`src/vfcm_pkg.sv`:
```
// Shared types and constants for the voxel face culling and occlusion mesher.
// Depends on nothing; used by vfcm_ctrl, vfcm_datapath and the top level.
`timescale 1ns / 1ps
package vfcm_pkg;

    // Controller states
    typedef enum logic [1:0] {
        ST_IDLE,
        ST_READ,
        ST_DRAIN,
        ST_EMIT
    } t_state;

    // Configuration register indexes
    localparam logic [3:0] REG_OPQ0 = 4'd0;
    localparam logic [3:0] REG_OPQ1 = 4'd1;
    localparam logic [3:0] REG_OPQ2 = 4'd2;
    localparam logic [3:0] REG_OPQ3 = 4'd3;
    localparam logic [3:0] REG_SEE0 = 4'd4;
    localparam logic [3:0] REG_SEE1 = 4'd5;
    localparam logic [3:0] REG_SEE2 = 4'd6;
    localparam logic [3:0] REG_SEE3 = 4'd7;

    // Actions
    localparam logic ACT_STORE = 1'b0;
    localparam logic ACT_MESH  = 1'b1;

    // Neighbourhood slot numbers, slot = (dx+1)*9 + (dy+1)*3 + (dz+1)
    localparam logic [4:0] K_CENTRE = 5'd13;
    localparam logic [4:0] K_TOP    = 5'd16;
    localparam logic [4:0] K_BOTTOM = 5'd10;
    localparam logic [4:0] K_PZ     = 5'd14;
    localparam logic [4:0] K_MZ     = 5'd12;
    localparam logic [4:0] K_MX     = 5'd4;
    localparam logic [4:0] K_PX     = 5'd22;

    localparam logic [2:0] FACE_LAST = 3'd5;

    // Read source for a neighbourhood slot
    localparam logic [1:0] SRC_MEM   = 2'd0;
    localparam logic [1:0] SRC_SOLID = 2'd1;
    localparam logic [1:0] SRC_AIR   = 2'd2;

    // Corner offsets: [face][corner][side1, side2, corner][dx, dy, dz]
    localparam int CORNER_OFS [6][4][3][3] = '{
        '{ '{'{-1,1,0},'{0,1,-1},'{-1,1,-1}}, '{'{-1,1,0},'{0,1,1},'{-1,1,1}},
           '{'{1,1,0},'{0,1,1},'{1,1,1}},     '{'{1,1,0},'{0,1,-1},'{1,1,-1}} },
        '{ '{'{-1,-1,0},'{0,-1,-1},'{-1,-1,-1}}, '{'{1,-1,0},'{0,-1,-1},'{1,-1,-1}},
           '{'{1,-1,0},'{0,-1,1},'{1,-1,1}},     '{'{-1,-1,0},'{0,-1,1},'{-1,-1,1}} },
        '{ '{'{-1,0,1},'{0,-1,1},'{-1,-1,1}}, '{'{1,0,1},'{0,-1,1},'{1,-1,1}},
           '{'{1,0,1},'{0,1,1},'{1,1,1}},     '{'{-1,0,1},'{0,1,1},'{-1,1,1}} },
        '{ '{'{1,0,-1},'{0,-1,-1},'{1,-1,-1}}, '{'{-1,0,-1},'{0,-1,-1},'{-1,-1,-1}},
           '{'{-1,0,-1},'{0,1,-1},'{-1,1,-1}}, '{'{1,0,-1},'{0,1,-1},'{1,1,-1}} },
        '{ '{'{-1,-1,0},'{-1,0,-1},'{-1,-1,-1}}, '{'{-1,-1,0},'{-1,0,1},'{-1,-1,1}},
           '{'{-1,1,0},'{-1,0,1},'{-1,1,1}},     '{'{-1,1,0},'{-1,0,-1},'{-1,1,-1}} },
        '{ '{'{1,-1,0},'{1,0,1},'{1,-1,1}},  '{'{1,-1,0},'{1,0,-1},'{1,-1,-1}},
           '{'{1,1,0},'{1,0,-1},'{1,1,-1}},  '{'{1,1,0},'{1,0,1},'{1,1,1}} }
    };

    // Slot number of one side or corner voxel of a face corner
    function automatic logic [4:0] corner_slot(logic [2:0] f, logic [1:0] c, logic [1:0] s);
        int v;
        v = (CORNER_OFS[f][c][s][0] + 1) * 9 + (CORNER_OFS[f][c][s][1] + 1) * 3
          + (CORNER_OFS[f][c][s][2] + 1);
        return 5'(v);
    endfunction

    // Commands from controller to datapath
    typedef struct packed {
        logic       start;    // latch coordinate, clear read digits
        logic       store;    // write the store item
        logic       rd_adv;   // issue one neighbourhood read
        logic       emit;     // load the output register with the current face
        logic [2:0] face;
    } t_cmd;

    // Status from datapath to controller
    typedef struct packed {
        logic       rd_last;
        logic       out_free;
        logic [5:0] vis;
    } t_sts;

endpackage

```
`src/vfcm_ctrl.sv`:
```
// Controller state machine of the mesher: read sweep, drain and face emission.
// Depends on vfcm_pkg.
`timescale 1ns / 1ps
module vfcm_ctrl (
    input  logic            i_clk,
    input  logic            i_rst_n,
    input  logic            i_valid,
    input  logic            i_action,
    input  logic            i_in_range,
    output logic            o_ready,
    input  vfcm_pkg::t_sts  i_sts,
    output vfcm_pkg::t_cmd  o_cmd
);
    import vfcm_pkg::*;

    t_state     r_state, n_state;
    logic [2:0] r_face, n_face;

    // State and face counter
    always_ff @(posedge i_clk) begin
        if (!i_rst_n) begin
            r_state <= ST_IDLE;
            r_face  <= '0;
        end else begin
            r_state <= n_state;
            r_face  <= n_face;
        end
    end

    // Next state and commands
    always_comb begin
        n_state     = r_state;
        n_face      = r_face;
        o_ready     = 1'b0;
        o_cmd       = '0;
        o_cmd.face  = r_face;
        case (r_state)
            ST_IDLE: begin
                o_ready = 1'b1;
                if (i_valid && i_in_range) begin
                    if (i_action == ACT_STORE) begin
                        o_cmd.store = 1'b1;
                    end else begin
                        o_cmd.start = 1'b1;
                        n_state     = ST_READ;
                    end
                end
            end
            ST_READ: begin
                o_cmd.rd_adv = 1'b1;
                if (i_sts.rd_last) begin
                    n_state = ST_DRAIN;
                end
            end
            ST_DRAIN: begin
                n_face  = '0;
                n_state = ST_EMIT;
            end
            ST_EMIT: begin
                // skip hidden faces, hold a visible one until the output frees
                if (!i_sts.vis[r_face] || i_sts.out_free) begin
                    o_cmd.emit = i_sts.vis[r_face];
                    n_face     = r_face + 3'd1;
                    if (r_face == FACE_LAST) begin
                        n_face  = '0;
                        n_state = ST_IDLE;
                    end
                end
            end
            default: begin
                n_state = ST_IDLE;
            end
        endcase
    end

endmodule

```
`config.mk`:
```
export PLATFORM = sky130hd
export DESIGN_NAME = vfcm_ctrl
export DESIGN_NICKNAME = d
export VERILOG_FILES = /design/src/vfcm_pkg.sv /design/src/vfcm_ctrl.sv
export SDC_FILE = /design/constraint.sdc
export NUM_CORES = 1
export LEC_CHECK = 0
export BUFFER_PORTS_ARGS = -buffer_cell sky130_fd_sc_hd__buf_2
export CORE_AREA = 2 2 39 41
export DETAILED_ROUTE_END_ITERATION = 10
export DIE_AREA = 0 0 41 43
export PLACE_DENSITY = 0.65
export RECOVER_POWER = 100
export SYNTH_ARGS = -nofsm -noshare
export SYNTH_HDL_FRONTEND = slang
export SYNTH_SLANG_ARGS = --single-unit
export TNS_END_PERCENT = 5
```
`constraint.sdc`:
```
create_clock -name i_clk -period 2.1 [get_ports i_clk]
set_input_delay 0.42 -clock i_clk [delete_from_list [all_inputs] [get_ports i_clk]]
set_output_delay 0.42 -clock i_clk [all_outputs]
set_load 0.05 [all_outputs]
```
==> results of run 1 <==
==> area by class of cell <==
| type | count | area (um^2) |
|---|---|---|
| Sequential cell | 5 | 101.3 |
| Inverter | 5 | 18.77 |
| Timing Repair Buffer | 20 | 93.84 |
| Tap cell | 16 | 20.02 |
| Fill cell | 147 | 790.8 |
| Multi-Input combinational cell | 43 | 332.8 |
| Clock buffer | 4 | 26.28 |
==> worst reg2reg max path, cell delays in order, from the launching register on <==
cell and delay, ns:
dfxtp_1 0.48, mux2i_1 0.28, nor3_1 0.10, nor3_1 0.37
mux2i_1 0.22
==> placed cells by master (no fill, tap or decap), types with 2 or more instances in the layout <==
| cell type | n |
|---|---|
| inv_1 | 5 |
| ha_1 | 5 |
| clkbuf_2 | 2 |
| nand3_1 | 4 |
| clkbuf_1 | 6 |
| buf_2 | 13 |
| nor2_1 | 5 |
| dfxtp_1 | 4 |
| nand2_1 | 3 |
| nor3_1 | 3 |
| mux2i_1 | 4 |
| a21oi_1 | 2 |
| clkbuf_4 | 3 |
| nor2b_1 | 2 |
==> cells by family (layout without fill, tap and decap cells) <==
logic type | Yosys count | count (layout) | synth area share
simple gates | 23 | 23 | 0.2754
mux | 5 | 5 | 0.1096
buf+inv | 7 | 29 | 0.06417
fa+ha+maj | 5 | 5 | 0.1337
compound gates | 10 | 10 | 0.2032
flops | 5 | 5 | 0.2139
==> power by group through the flow <==
stage          combinational [mW]  clock, mW  sequential (mW)
5_1_grt                     0.301      0.121            0.135
6_report                    0.274      0.115            0.131
3_3_place_gp                0.277          0            0.131
2_1_floorplan               0.230          0            0.130
3_5_place_dp                0.280          0            0.131
4_1_cts                     0.282      0.115            0.131
==> routing by layer <==
metal  vias up  routed length [um]  share of wire
li1        243                   -              -
met1       209                 408           0.44
met2        10                 452           0.49
met3         0                  67          0.072
met4         0                   0              0
met5         -                   0              0
==> stage by stage <==
stage | util | hold slack (ns) | power (mW) | area (um^2) | std cells
after floorplan | - | 0.5214 | 0.3606 | 469.2 | 55
after global placement | 0.4177 | 0.5096 | 0.4080 | 578.1 | 89
after detailed placement | 0.4177 | 0.5253 | 0.4118 | 578.1 | 89
after CTS | 0.4367 | 0.4964 | 0.5281 | 604.3 | 93
after global routing | 0.4286 | 0.5201 | 0.5568 | 593.1 | 93
final | 0.4286 | 0.4970 | 0.5195 | 593.1 | 93
==> state kept, by name (all words and copies together) (netlist names) <==
name,flops
r_face,3
r_state,2
==> how the worst max path moves through the flow <==
| stage | from | cells past startpoint | end | slack (ns) |
|---|---|---|---|---|
| 6_report | r_face[1] | 5 | o_cmd[3] | 0.12 |
| 5_1_grt | r_face[1] | 5 | o_cmd[3] | 0.03 |
| 4_1_cts | r_face[1] | 5 | o_cmd[3] | 0.12 |
| 3_5_place_dp | i_sts[3] | 6 | o_cmd[3] | 0.29 |
| 3_3_place_gp | i_sts[3] | 6 | o_cmd[3] | 0.32 |
| 2_1_floorplan | r_state[1] | 4 | o_cmd[5] | -0.05 |
==> results.cfg, run 1 <==
[sta]
min_period_ns = 1.978
fmax_mhz = 505.5
worst_slack_ns = 0.1218
final.setup_skew_ns = 0.003267
rsz0062_at_grt = no
relSlewSlack = 0.6083
fin_crit_sh = 0.9420
setup_tns_ns = 0
drv_slew = 0
finalHoldViolations = 0
worstMarginPinSlew_ns = 0.5901
setup_viol = 0

[cts]
holdBufCountCts = 0
cts_tree = built
cts-root-buf = clkbuf_4
cts_sinks = 5
cts_resized = 0
clock_latency_ns = 0.25
cts_setup_buffers = 0
clk_pin_slew_ns = 0.04
cts_buffer_depth = 2
numCtsBuffers = 3
htreeDepth = 1

[drt]
viasPerCell = 4.968
wl_per_cell_um = 9.989
num_vias = 462
drt_first_pass_iters = 3
wirelength_um = 929
antenna_left = 0
drc = 0
drt_iter0_markers = 5

[worst_setup_path]
crit_arrival_ns = 1.56
required_ns = 1.68
criticalPathCategory = reg2out
path_max_fanout = 7
cp_top_family = flip-flops
cp_slowest_cell = dfxtp_2
end_kind = output pin
cp-start-kind = flop
rr_worst_depth = 4
cp_cell_sequence = mux2i_1, and2_0, o32ai_1, and3_1, buf_2
rrSetupSlack_ns = 0.58
r2r-end = r_face[1]
reg2reg_from = r_face[0]
worst-path-buf-inv = 1
slowest_delay_ns = 0.39

[placed_design]
port_buffers = 20
place_ws_ns = 0.2941
dpl.hpwl_um = 736.6
place_congestion = 0.6885

[global_route]
grt_usage = 0.1153
grt_pass1_wl_mm = 1.421
use_met2 = 0.1969
grt_pass1_vias = 366
grt.met1_usage = 0.1282
antenna_found_initial = 0
grt_max_degree = 10
grt-busiest-layer = met2
use_met3 = 0.06283
grt_overflow = 0

[outcome]
status = finished clean

[power]
p_clk_frac = 0.220
p_seq_frac = 0.252
peakVddDrop_mv = 0.3518
p_int_uw = 264.3
leakage_nw = 0.2468
powerDensity_nw_per_um2 = 875.9
combPwrFrac = 0.528
sw_frac_of_total = 0.4913
switching_power_uw = 255.2

[hold_path]
hp-class = in2reg
whs_endpoint = r_state[0]
hold_depth = 3
hp-start = i_rst_n

[synthesis]
synth.yosys.warnings = 0
synth_area_leaders = dfxtp_1 (21%), ha_1 (13%), mux2i_1 (8.6%)
netlist_area_um2 = 467.9
synth_common_cells = dfxtp_1 (5), ha_1 (5), inv_1 (5), nor2_1 (5)
yosysUniqueCellTypes = 28
synth_seq_area_share = 0.2139
syn-num-nets = 73
yosysTopAreaCell = dfxtp_1
avgSynthCellArea_um2 = 8.508
ys_ff_latch = 5
synthFlopType = dfxtp_1
syn-instance-count = 55
synth_edf_count = 0
ys_async_sr_fraction = 0
yosys.area.top_type_share = 0.2139

[layout]
area_growth_pct = 26.74
fin_nets = 96
drive_above_1_share = 0.2857
insertedDiodeCount = 0

[floorplan]
dieWidth_um = 41
chipHeight_um = 43
die_area_um2 = 1763
io-pin-count = 21
start_util = 0.3382
rows = 14
core_area_um2 = 1384

[flow_run]
maxCapViolCount = 0
(Power assumes the default switching activity.)
==> run 2: changes to the inputs <==
--- a/config.mk
+++ b/config.mk
@@ -6,10 +6,11 @@
 export NUM_CORES = 1
 export LEC_CHECK = 0
 export BUFFER_PORTS_ARGS = -buffer_cell sky130_fd_sc_hd__buf_2
-export CORE_AREA = 2 2 39 41
+export CELL_PAD_IN_SITES_DETAIL_PLACEMENT = 0
+export CELL_PAD_IN_SITES_GLOBAL_PLACEMENT = 1
+export CORE_UTILIZATION = 33
 export DETAILED_ROUTE_END_ITERATION = 10
-export DIE_AREA = 0 0 41 43
-export PLACE_DENSITY = 0.65
+export PLACE_DENSITY = 0.81
 export RECOVER_POWER = 100
 export SYNTH_ARGS = -nofsm -noshare
 export SYNTH_HDL_FRONTEND = slang
==> results.cfg, run 2 (synthesis results as in run 1) <==
[power]
report.power.total_uw = 517.9
p_clk_frac = 0.216
peakVddDrop_mv = 0.4353
combPwrFrac = 0.534
p_int_uw = 264.8
switching_power_uw = 253.1
p_seq_frac = 0.250
leakage_nw = 0.2466
powerDensity_nw_per_um2 = 871.4
sw_frac_of_total = 0.4887

[global_route]
grt_max_degree = 10
grt.met1_usage = 0.1987
use_met3 = 0.1023
grt_pass1_vias = 363
grt_overflow = 0
grt-busiest-layer = met2
grt_pass1_wl_mm = 1.566
antenna_found_initial = 0
use_met2 = 0.2008
grt_usage = 0.1547

[drt]
wirelength_um = 945
num_vias = 456
antenna_left = 0
viasPerCell = 4.957
drt_iter0_markers = 4
wl_per_cell_um = 10.27
drt_first_pass_iters = 4
drc = 0

[layout]
regMostFlops = r_face
mostFrequentLayoutCell = buf_2
largest_register_ff_count = 3
mostFrequentLayoutCells = buf_2 (12), clkbuf_1 (6), inv_1 (5), nor2_1 (5), ha_1 (5)
finish.instance_area_um2 = 594.3
insertedDiodeCount = 0
area_growth_pct = 27.01
fin_nets = 96
fill_cells = 142
drive_above_1_share = 0.2857
reg_top3 = r_face (3), r_state (2)

[cts]
clk_pin_slew_ns = 0.04
cts_buffer_depth = 2
cts_sinks = 5
cts-root-buf = clkbuf_4
htreeDepth = 1
numCtsBuffers = 3
cts_setup_buffers = 0
cts_tree = built
clock_latency_ns = 0.24

[worst_setup_path]
crit_arrival_ns = 1.53
slowest_delay_ns = 0.39
path_max_fanout = 7
cp-start-kind = flop
criticalPathCategory = reg2out
required_ns = 1.68
end_kind = output pin
cp_slowest_cell = dfxtp_2
cp_cell_sequence = mux2_2, nor2_1, o32ai_1, and3_1, buf_4

[sta]
setup_viol = 0
rsz0062_at_grt = no
worstMarginPinSlew_ns = 0.5904
fmax_mhz = 512.8
final.setup_skew_ns = 0.0001168
relSlewSlack = 0.6081
setup_tns_ns = 0
drv_slew = 0
fin_crit_sh = 0.9286
min_period_ns = 1.950
finalHoldViolations = 0

[floorplan]
rows = 13
core_area_um2 = 1318
io-pin-count = 21
start_util = 0.3552
chipHeight_um = 39.66
dieWidth_um = 39.66
die_area_um2 = 1573

[flow_run]
maxCapViolCount = 0

[outcome]
status = finished clean

[hold_path]
hp-class = in2reg

[placed_design]
dpl.hpwl_um = 758.7
port_buffers = 20
place_congestion = 0.7069
place_area_um2 = 576.8
-- run 2: cell counts in the layout (fill, tap and decap cells not counted) --
Identical to the previous run, type by type.
-- run 2: worst max-delay path: cells and delay by family, from the launching register on --
| family | cells | cell delay (ns) |
|---|---|---|
| compound gates | 1 | 0.07 |
| buf+inv | 1 | 0.18 |
| simple gates | 2 | 0.27 |
| mux | 1 | 0.37 |
| flops | 1 | 0.39 |
-- run 2: power groups by stage --
stage,sequential [mW],combinational (mW),clock (mW)
6_report,0.130,0.277,0.112
5_1_grt,0.134,0.307,0.126
4_1_cts,0.131,0.285,0.120
3_5_place_dp,0.132,0.285,0
3_3_place_gp,0.131,0.279,0
2_1_floorplan,0.130,0.230,0
-- run 2: path summary, 6_finish.rpt --
check	startpoint	slack, ns	to	cells past startpoint
max	r_face[1]	0.15	o_cmd[3]	5
min	i_rst_n	0.51	r_face[1]	3
max reg2reg	r_face[0]	0.57	r_face[1]	4
min reg2reg	r_face[1]	0.52	r_face[1]	2
-- run 2: cell type report --
type | count | area (um^2) | share of cell area
inverter | 5 | 18.77 | 0.03158
tap | 15 | 18.77 | 0.03158
timing repair buffer | 20 | 96.34 | 0.1621
multi-input combinational | 43 | 332.8 | 0.5600
sequential | 5 | 101.3 | 0.1705
clock buffer | 4 | 26.28 | 0.04421
-- run 2: repair_timing --
action / 4_1_cts / 5_1_grt
hold buffers: 0 / 0
resized for setup: 0 / 2
endpoints found under the setup margin: 0 / 1
-- run 2: metrics by stage --
| stage | cells | setup WS (ns) | hold slack [ns] | util |
|---|---|---|---|---|
| finish | 92 | 0.1499 | 0.5096 | 0.4511 |
| global route | 92 | 0.01394 | 0.5158 | 0.4511 |
| CTS | 92 | 0.09553 | 0.4985 | 0.4577 |
| detailed placement | 88 | 0.2946 | 0.5218 | 0.4378 |
| global placement | 88 | 0.3174 | 0.5109 | 0.4378 |
| floorplan | 55 | -0.05320 | 0.5214 | - |
-- run 2: metal layers --
| layer | up-vias | share of wire |
|---|---|---|
| met4 | 0 | 0 |
| met3 | 0 | 0.056 |
| met5 | - | 0 |
| met1 | 204 | 0.48 |
| li1 | 243 | - |
| met2 | 9 | 0.46 |
==> run 3: changes to the inputs <==
--- a/config.mk
+++ b/config.mk
@@ -6,11 +6,11 @@
 export NUM_CORES = 1
 export LEC_CHECK = 0
 export BUFFER_PORTS_ARGS = -buffer_cell sky130_fd_sc_hd__buf_2
-export CELL_PAD_IN_SITES_DETAIL_PLACEMENT = 0
-export CELL_PAD_IN_SITES_GLOBAL_PLACEMENT = 1
-export CORE_UTILIZATION = 33
+export CELL_PAD_IN_SITES_DETAIL_PLACEMENT = 1
+export CELL_PAD_IN_SITES_GLOBAL_PLACEMENT = 2
+export CORE_UTILIZATION = 26
 export DETAILED_ROUTE_END_ITERATION = 10
-export PLACE_DENSITY = 0.81
+export PLACE_DENSITY = 0.82
 export RECOVER_POWER = 100
 export SYNTH_ARGS = -nofsm -noshare
 export SYNTH_HDL_FRONTEND = slang
==> results.cfg, run 3 (synthesis results as in run 1) <==
[cts]
numCtsBuffers = 3
holdBufCountCts = 0
cts_buffer_depth = 2
cts-root-buf = clkbuf_4
clk_pin_slew_ns = 0.04
cts_setup_buffers = 0
cts_tree = built
htreeDepth = 1
clock_latency_ns = 0.25
cts_sinks = 5

[sta]
fmax_mhz = 505.9
hold_ws_ns = 0.5168
final.setup_skew_ns = 0.004035
finalHoldViolations = 0
relSlewSlack = 0.6052
drv_slew = 0
min_period_ns = 1.977
worstMarginPinSlew_ns = 0.5947
rsz0062_at_grt = no
setup_viol = 0
fin_crit_sh = 0.9412

[power]
switching_power_uw = 255.7
p_clk_frac = 0.218
peakVddDrop_mv = 0.4998
combPwrFrac = 0.531
leakage_nw = 0.2505
powerDensity_nw_per_um2 = 855.8
report.power.total_uw = 519.3
p_int_uw = 263.6
p_seq_frac = 0.251
sw_frac_of_total = 0.4924

[layout]
mostFrequentLayoutCell = buf_2
instances_no_fill = 101
reg_top3 = r_face (3), r_state (2)
mostFrequentLayoutCells = buf_2 (13), inv_1 (5), nor2_1 (5), ha_1 (5), clkbuf_1 (5)
area_growth_pct = 29.68
fin_nets = 96
finish.utilization = 0.3807
drive_above_1_share = 0.2987
insertedDiodeCount = 0
regMostFlops = r_face
finish.instance_area_um2 = 606.8
fill_cells = 211
largest_register_ff_count = 3

[worst_setup_path]
rr_worst_depth = 4
cp-start-kind = flop
end_kind = output pin
worst-path-buf-inv = 1
path_max_fanout = 7
r2r-end = r_face[1]
rrSetupSlack_ns = 0.57
reg2reg_from = r_face[0]
criticalPathCategory = reg2out
cp_top_family = flip-flops
required_ns = 1.68
crit_arrival_ns = 1.56
cp_slowest_cell = dfxtp_2
slowest_delay_ns = 0.39
cp_cell_sequence = mux2_2, nor2_1, o32ai_1, and3_1, clkbuf_4

[global_route]
antenna_found_initial = 0
grt_max_degree = 10
grt_pass1_wl_mm = 1.745
use_met3 = 0.07347
use_met2 = 0.1824
grt_overflow = 0
grt_pass1_vias = 433
grt.met1_usage = 0.1580
grt_usage = 0.1235
grt-busiest-layer = met2

[floorplan]
die_area_um2 = 1974
dieWidth_um = 44.43
core_area_um2 = 1594
io-pin-count = 21
rows = 14
chipHeight_um = 44.43
start_util = 0.2936

[drt]
viasPerCell = 4.604
wirelength_mm = 1.047
drt_first_pass_iters = 3
drc = 0
antenna_left = 0
wl_per_cell_um = 10.37
num_vias = 465
drt_iter0_markers = 4

[hold_path]
hp-start = i_rst_n
hp-class = in2reg
whs_endpoint = r_face[1]
hold_depth = 3

[outcome]
status = finished clean

[placed_design]
place_area_um2 = 588.1
dpl.hpwl_um = 868.3
place_congestion = 0.6978
dp_cells = 97
port_buffers = 20

[flow_run]
maxCapViolCount = 0
==> run 3: cell counts in the layout (fill, tap and decap cells not counted) <==
No cell type changed its count.
==> run 3: worst max-delay path by stage <==
stage                to  slack [ns]  startpoint  cells after the start
3_5_place_dp   o_cmd[3]        0.29    i_sts[3]                      6
3_3_place_gp   o_cmd[3]        0.31    i_sts[3]                      6
6_report       o_cmd[3]        0.12   r_face[1]                      5
4_1_cts        o_cmd[3]         0.1   r_face[1]                      5
2_1_floorplan  o_cmd[5]       -0.05  r_state[1]                      4
5_1_grt        o_cmd[3]     0.00009   r_face[1]                      5
==> run 3: power groups by stage <==
stage	Sequential, mW	Combinational [mW]	Clock, mW
6_report	0.130	0.276	0.113
2_1_floorplan	0.130	0.230	0
4_1_cts	0.131	0.285	0.120
3_5_place_dp	0.132	0.285	0
3_3_place_gp	0.132	0.282	0
5_1_grt	0.133	0.304	0.129
==> run 3: repair_timing <==
| action | CTS | global route |
|---|---|---|
| endpoints found under the setup margin | 0 | 1 |
| hold endpoints to repair | 0 | 0 |
| gates resized for setup | 0 | 1 |
==> run 3: area by class of cell <==
| class | count | area, um^2 | share of cell area |
|---|---|---|---|
| multi-input combinational | 43 | 332.8 | 0.5485 |
| inverter | 5 | 18.77 | 0.03093 |
| tap | 24 | 30.03 | 0.04948 |
| timing repair buffer | 20 | 97.59 | 0.1608 |
| sequential | 5 | 101.3 | 0.1670 |
| clock buffer | 4 | 26.28 | 0.04330 |
==> run 3: layer usage <==
metal  vias up  share of wire
met3         0          0.057
met2         8           0.45
li1        242              -
met1       215           0.49
met4         0              0
met5         -              0
==> run 3: worst reg2reg max path: stages (launching register included) <==
cell and delay (ns):
dfxtp_1 0.49, mux2i_1 0.27, nor3_1 0.11, nor3_1 0.36
mux2i_1 0.22
==> run 3: metrics by stage <==
| step | TNS [ns] | setup slack [ns] |
|---|---|---|
| 2_1_floorplan | -0.1064 | -0.05320 |
| 3_3_place_gp | 0 | 0.3137 |
| 6_report | 0 | 0.1235 |
| 4_1_cts | 0 | 0.09886 |
| 5_1_grt | 0 | 0.00008882 |
| 3_5_place_dp | 0 | 0.2933 |
